<file path="config.mk">
export PLATFORM = sky130hd
export DESIGN_NAME = mpm_front
export DESIGN_NICKNAME = d
export VERILOG_FILES = /design/src/design/mpm_pkg.sv /design/src/design/mpm_front.sv
export SDC_FILE = /design/constraint.sdc
export NUM_CORES = 1
export LEC_CHECK = 0
export ABC_AREA = 1
export BUFFER_PORTS_ARGS = -buffer_cell sky130_fd_sc_hd__buf_4
export CAP_MARGIN = 25
export CORE_MARGIN = 3
export CORE_UTILIZATION = 40
export DETAILED_ROUTE_END_ITERATION = 10
export PLACE_DENSITY = 0.63
export SYNTH_ARGS = -nofsm -noshare
export SYNTH_HDL_FRONTEND = slang
export SYNTH_SLANG_ARGS = --single-unit
</file>
<file path="constraint.sdc">
create_clock -name clk_i -period 2.3 [get_ports clk_i]
set_input_delay 0.46 -clock clk_i [delete_from_list [all_inputs] [get_ports clk_i]]
set_output_delay 0.46 -clock clk_i [all_outputs]
set_load 0.05 [all_outputs]
</file>
<file path="src/design/mpm_pkg.sv">
// ----------------------------------------------------------------------------
// mpm_pkg: shared types and constants of the one-mismatch pattern matcher
// Sizes of the pattern store and the text window, item codes and the row
// compare function used by the back end.
// ----------------------------------------------------------------------------
package mpm_pkg;

  localparam int PATTERN_BYTES = 64;
  localparam int MAX_PATTERNS  = 256;
  localparam int ROW_W         = PATTERN_BYTES * 8;
  localparam int ROW_AW        = $clog2(MAX_PATTERNS);
  localparam int POS_W         = $clog2(PATTERN_BYTES);
  localparam int FILL_W        = $clog2(PATTERN_BYTES + 1);
  localparam int CNT_W         = $clog2(MAX_PATTERNS + 1);
  localparam int TOTAL_W       = 48;
  localparam int KIND_W        = 2;
  localparam int BYTE_W        = 8;
  localparam int FIFO_DEPTH    = 4;
  localparam int FIFO_AW       = $clog2(FIFO_DEPTH);
  localparam int APB_DW        = 32;
  localparam int APB_AW        = 3;

  localparam logic [FILL_W-1:0]  FILL_FULL = FILL_W'(PATTERN_BYTES);
  localparam logic [CNT_W-1:0]   CNT_MAX   = CNT_W'(MAX_PATTERNS);
  localparam logic [TOTAL_W-1:0] TOTAL_MAX = '1;

  // Input item codes
  localparam logic [KIND_W-1:0] KIND_LOAD  = 2'd0;
  localparam logic [KIND_W-1:0] KIND_TEXT  = 2'd1;
  localparam logic [KIND_W-1:0] KIND_CLEAR = 2'd2;

  // Register index of pattern_count
  localparam logic REG_PATTERN_COUNT = 1'b0;

  typedef enum logic [1:0] {
    OP_LOAD,
    OP_TEXT,
    OP_CLEAR
  } op_e;

  typedef struct packed {
    op_e               op;
    logic [ROW_AW-1:0] pattern_index;
    logic [POS_W-1:0]  byte_position;
    logic [BYTE_W-1:0] data_byte;
  } cmd_t;

  // True when the two rows differ in at most one byte
  function automatic logic within_one(input logic [ROW_W-1:0] a,
                                      input logic [ROW_W-1:0] b);
    logic [PATTERN_BYTES-1:0] diff;
    for (int j = 0; j < PATTERN_BYTES; j++) begin
      diff[j] = (a[j*8 +: 8] != b[j*8 +: 8]);
    end
    return ((diff & (diff - PATTERN_BYTES'(1))) == '0);
  endfunction

endpackage

</file>
<file path="src/design/mpm_front.sv">
// ----------------------------------------------------------------------------
// mpm_front: item intake and command queue
// Classifies input items into commands, drops unused codes and buffers the
// commands in a short queue toward the back end.
// ----------------------------------------------------------------------------
module mpm_front
  import mpm_pkg::*;
(
  input  logic              clk_i,
  input  logic              rst_ni,
  input  logic              in_valid_i,
  output logic              in_ready_o,
  input  logic [KIND_W-1:0] kind_i,
  input  logic [ROW_AW-1:0] pattern_index_i,
  input  logic [POS_W-1:0]  byte_position_i,
  input  logic [BYTE_W-1:0] data_byte_i,
  output logic              cmd_valid_o,
  input  logic              cmd_ready_i,
  output cmd_t              cmd_o
);

  cmd_t               fifo_q [FIFO_DEPTH];
  logic [FIFO_AW-1:0] wr_ptr_q, wr_ptr_d;
  logic [FIFO_AW-1:0] rd_ptr_q, rd_ptr_d;
  logic [FIFO_AW:0]   count_q, count_d;
  logic               keep;
  logic               push;
  logic               pop;
  cmd_t               cmd_new;

  // Classify the incoming item; the unused code is dropped
  always_comb begin
    keep            = 1'b1;
    cmd_new.op      = OP_LOAD;
    case (kind_i)
      KIND_LOAD:  cmd_new.op = OP_LOAD;
      KIND_TEXT:  cmd_new.op = OP_TEXT;
      KIND_CLEAR: cmd_new.op = OP_CLEAR;
      default:    keep = 1'b0;
    endcase
    cmd_new.pattern_index = pattern_index_i;
    cmd_new.byte_position = byte_position_i;
    cmd_new.data_byte     = data_byte_i;
  end

  assign in_ready_o  = (count_q != (FIFO_AW + 1)'(FIFO_DEPTH));
  assign cmd_valid_o = (count_q != '0);
  assign cmd_o       = fifo_q[rd_ptr_q];
  assign push        = in_valid_i && in_ready_o && keep;
  assign pop         = cmd_valid_o && cmd_ready_i;

  // Advance pointers and occupancy
  always_comb begin
    wr_ptr_d = push ? wr_ptr_q + FIFO_AW'(1) : wr_ptr_q;
    rd_ptr_d = pop  ? rd_ptr_q + FIFO_AW'(1) : rd_ptr_q;
    count_d  = count_q + (FIFO_AW + 1)'(push) - (FIFO_AW + 1)'(pop);
  end

  always_ff @(posedge clk_i or negedge rst_ni) begin
    if (!rst_ni) begin
      wr_ptr_q <= '0;
      rd_ptr_q <= '0;
      count_q  <= '0;
    end else begin
      wr_ptr_q <= wr_ptr_d;
      rd_ptr_q <= rd_ptr_d;
      count_q  <= count_d;
    end
  end

  // Store queue entries
  always_ff @(posedge clk_i) begin
    if (push) begin
      fifo_q[wr_ptr_q] <= cmd_new;
    end
  end

endmodule

</file>
==> reports/metrics.yaml <==
grt:
  grt_pass1_vias: 2443
  grt_use_total: 0.136
  antenna_found_initial: 0
  grt_pass1_wl_mm: 12.3
  grt_max_degree: 27
  grt_overflow: 0
clock_network:
  clk_path_buf_depth: 2
  htree_levels: 3
  numCtsBuffers: 9
  insertion_delay_ps: 360
  cts_setup_buffers: 0
  cts_tree: "yes"
  clockRootBuffer: "clkbuf_8"
  clock-sinks: 103
  path_clk_slew_ps: 100
detailed_routing:
  firstDrtPassIters: 4
  drt-initial-drc-count: 95
  vias_per_cell: 4.63
  wl_per_cell_um: 14.0
  ant_nets: 0
  drc: 0
  via_count: 2547
  wirelength_mm: 7.70
floorplan:
  start_util: 0.416
  die_x_um: 110
  fp.coreArea_um2: 10500
  ioPinCount: 54
  dieArea_um2: 12200
  die_h_um: 110
  rows: 37
critical_path:
  r2r_cells: 12
  start_kind: "flop"
  cp_cell_sequence: "inv_1 > nand3_2 > nand2_2 > inv_1 > ha_1 > inv_1 > ha_1 > fa_1 > inv_1 > nor2_1 > o21ai_0 > nand2_1"
  endpoint_kind: "flop"
  crit_arrival_ps: 2380
  cpMostUsedCell: "inv_1"
  path_class: "reg -> reg"
  startpoint: "count_q[2]$_DFF_PN0_"
  path_max_fanout: 4
  rr_startpoint: "count_q[2]$_DFF_PN0_"
  cp.required_ps: 2550
  critPathMaxStageDelay_ps: 420
  slowest_stage: "dfrtp_1"
logic_synthesis:
  synth-warning-count: 0
  syn-num-nets: 378
  synth_area_per_cell_um2: 12.7
  ys_ff_latch: 103
  yosysUniqueCellTypes: 17
  synthCells: 343
  synthesis.area_um2: 4350
  ys_seq_area_frac: 0.702
timing:
  max_freq_mhz: 470
  rsz0062_at_grt: "false"
  slew_headroom: 0.816
  finalWorstSetupSlack_ps: 174
  post-route-min-period_ps: 2130
  setup_viol: 0
  worstMarginPinSlew_ps: 276
  maxSlewViolCount: 0
  period_share: 0.924
  finalSetupTns_ps: 0
  clock_skew_ps: 12.7
  final-hold-violation-count: 0
power_and_ir_drop:
  pwr-share-comb: 0.482
  powerDensity_nw_per_um2: 1370
  p_clk_frac: 0.167
  p_int_w: 0.00408
  netSwitchingPower_w: 0.00312
  p_leak_nw: 2.21
  p_seq_frac: 0.350
  peakVddDrop_v: 0.00101
  p_sw_frac: 0.433
place:
  dp_cells: 533
  pre_cts_slack_ps: 25.8
  port_buffers: 53
  gp_congestion: 0.752
  hpwl_mm: 5.07
run_status:
  status: "completed"
cells_and_area:
  drive_gt1_frac: 0.273
  area_delta_synth_final_pct: 20.3
  n_antenna_cell: 0
  fin_nets: 444
  stdcell_count: 550
hold_path:
  min-delay-start: "pattern_index_i[5]"
  hold_path_class: "in -> reg"
  holdPathStages: 1
flow_run:
  maxCapViolCount: 0
-- synthesized netlist by cell type, drive strengths merged --
cell	n	area share
edfxtp	96	0.66
nand2	87	0.075
inv	66	0.057
o211ai	48	0.10
buf	14	0.022
nor2	9	0.0078
dfrtp	7	0.040
ha	6	0.017
nand3	6	0.0069
a21oi	1	0.0011
clkbuf	1	0.00086
fa	1	0.0046
o21ai	1	0.0011
-- per-stage QoR --
| stage | power [W] | util | hold slack (ps) | cell area, µm² |
|---|---|---|---|---|
| finish | 0.00719 | 0.501 | 292 | 5240 |
| global route | 0.00763 | 0.501 | 269 | 5240 |
| CTS | 0.00728 | 0.500 | 273 | 5230 |
| detailed placement | 0.00607 | 0.478 | 278 | 5000 |
| global placement | 0.00601 | 0.478 | 278 | 5000 |
| floorplan | 0.00502 | - | 164 | 4360 |
-- what timing repair did --
action                                  CTS  global route
hold buffers                              1             0
endpoints found under the setup margin    0            23
endpoints found under the hold margin     7             0
gates resized for setup                   0             4
-- layout make-up --
| cell class | count | area (µm²) |
|---|---|---|
| Sequential cell | 103 | 3060 |
| Fill cell | 930 | 5220 |
| Inverter | 66 | 253 |
| Tap cell | 136 | 170 |
| Multi-Input combinational cell | 159 | 973 |
| Clock inverter | 7 | 93.8 |
| Clock buffer | 9 | 124 |
| Timing Repair Buffer | 70 | 566 |
-- path summary, 6_finish.rpt --
path                                           endpoint  slack, ps
worst min register to register     count_q[0]$_DFF_PN0_        510
min in group asynchronous          count_q[0]$_DFF_PN0_        430
worst max-delay path               count_q[2]$_DFF_PN0_        170
worst max register to register     count_q[2]$_DFF_PN0_        170
worst min-delay path            fifo_q[2][19]$_DFFE_PP_        290
max in group asynchronous       rd_ptr_q[1]$_DFFE_PN0P_       1730
-- power by group through the flow --
stage / combinational (W) / sequential, W / clock [W]
detailed placement: 0.00351 / 0.00256 / 0
global route: 0.00376 / 0.00255 / 0.00133
finish: 0.00347 / 0.00252 / 0.00120
global placement: 0.00346 / 0.00255 / 0
floorplan: 0.00250 / 0.00252 / 0
CTS: 0.00351 / 0.00252 / 0.00125
-- flip-flops by register name, summed over array words and instances, names as in the netlist --
signal    flops
wr_ptr_q      2
count_q       3
fifo_q       96
rd_ptr_q      2
-- cell usage in the layout (no fill, tap or decap) --
master	instances
buf_4	66
bufinv_16	2
o211ai_2	19
inv_6	3
nand3_1	4
ha_1	6
nor2_2	4
clkinv_4	1
buf_12	3
o21ai_0	1
a21oi_1	1
dlygate4sd3_1	1
dfrtp_1	6
edfxtp_1	96
inv_1	63
nand2_1	86
fa_1	1
nor2_1	5
o211ai_1	29
nand2_2	1
inv_2	2
clkinv_1	2
clkbuf_8	9
dfrtp_2	1
nand3_2	2
-- critical path: cells and delay by family (launching register included) --
| kind | cells | cell delay (ps) |
|---|---|---|
| fa+ha+maj | 3 | 840 |
| flops | 1 | 420 |
| buf+inv | 4 | 260 |
| compound gates | 1 | 150 |
| simple gates | 4 | 350 |
-- layer usage --
layer,global-route usage,vias to the layer above,share of wire
li1,-,1292,-
met1,0.171,1199,0.45
met2,0.227,48,0.49
met3,0.0414,8,0.051
met4,0.0413,0,0.011
met5,0,-,0
-- logic make-up (layout without fill, tap and decap cells) --
| kind of cell | after synthesis | after routing | share of synthesized area |
|---|---|---|---|
| flops | 103 | 103 | 0.702 |
| simple gates | 102 | 102 | 0.0897 |
| fa+ha+maj | 7 | 7 | 0.0218 |
| compound gates | 50 | 50 | 0.107 |
| buf+inv | 81 | 152 | 0.0793 |
Note: power is estimated with default switching activity, not from simulation.
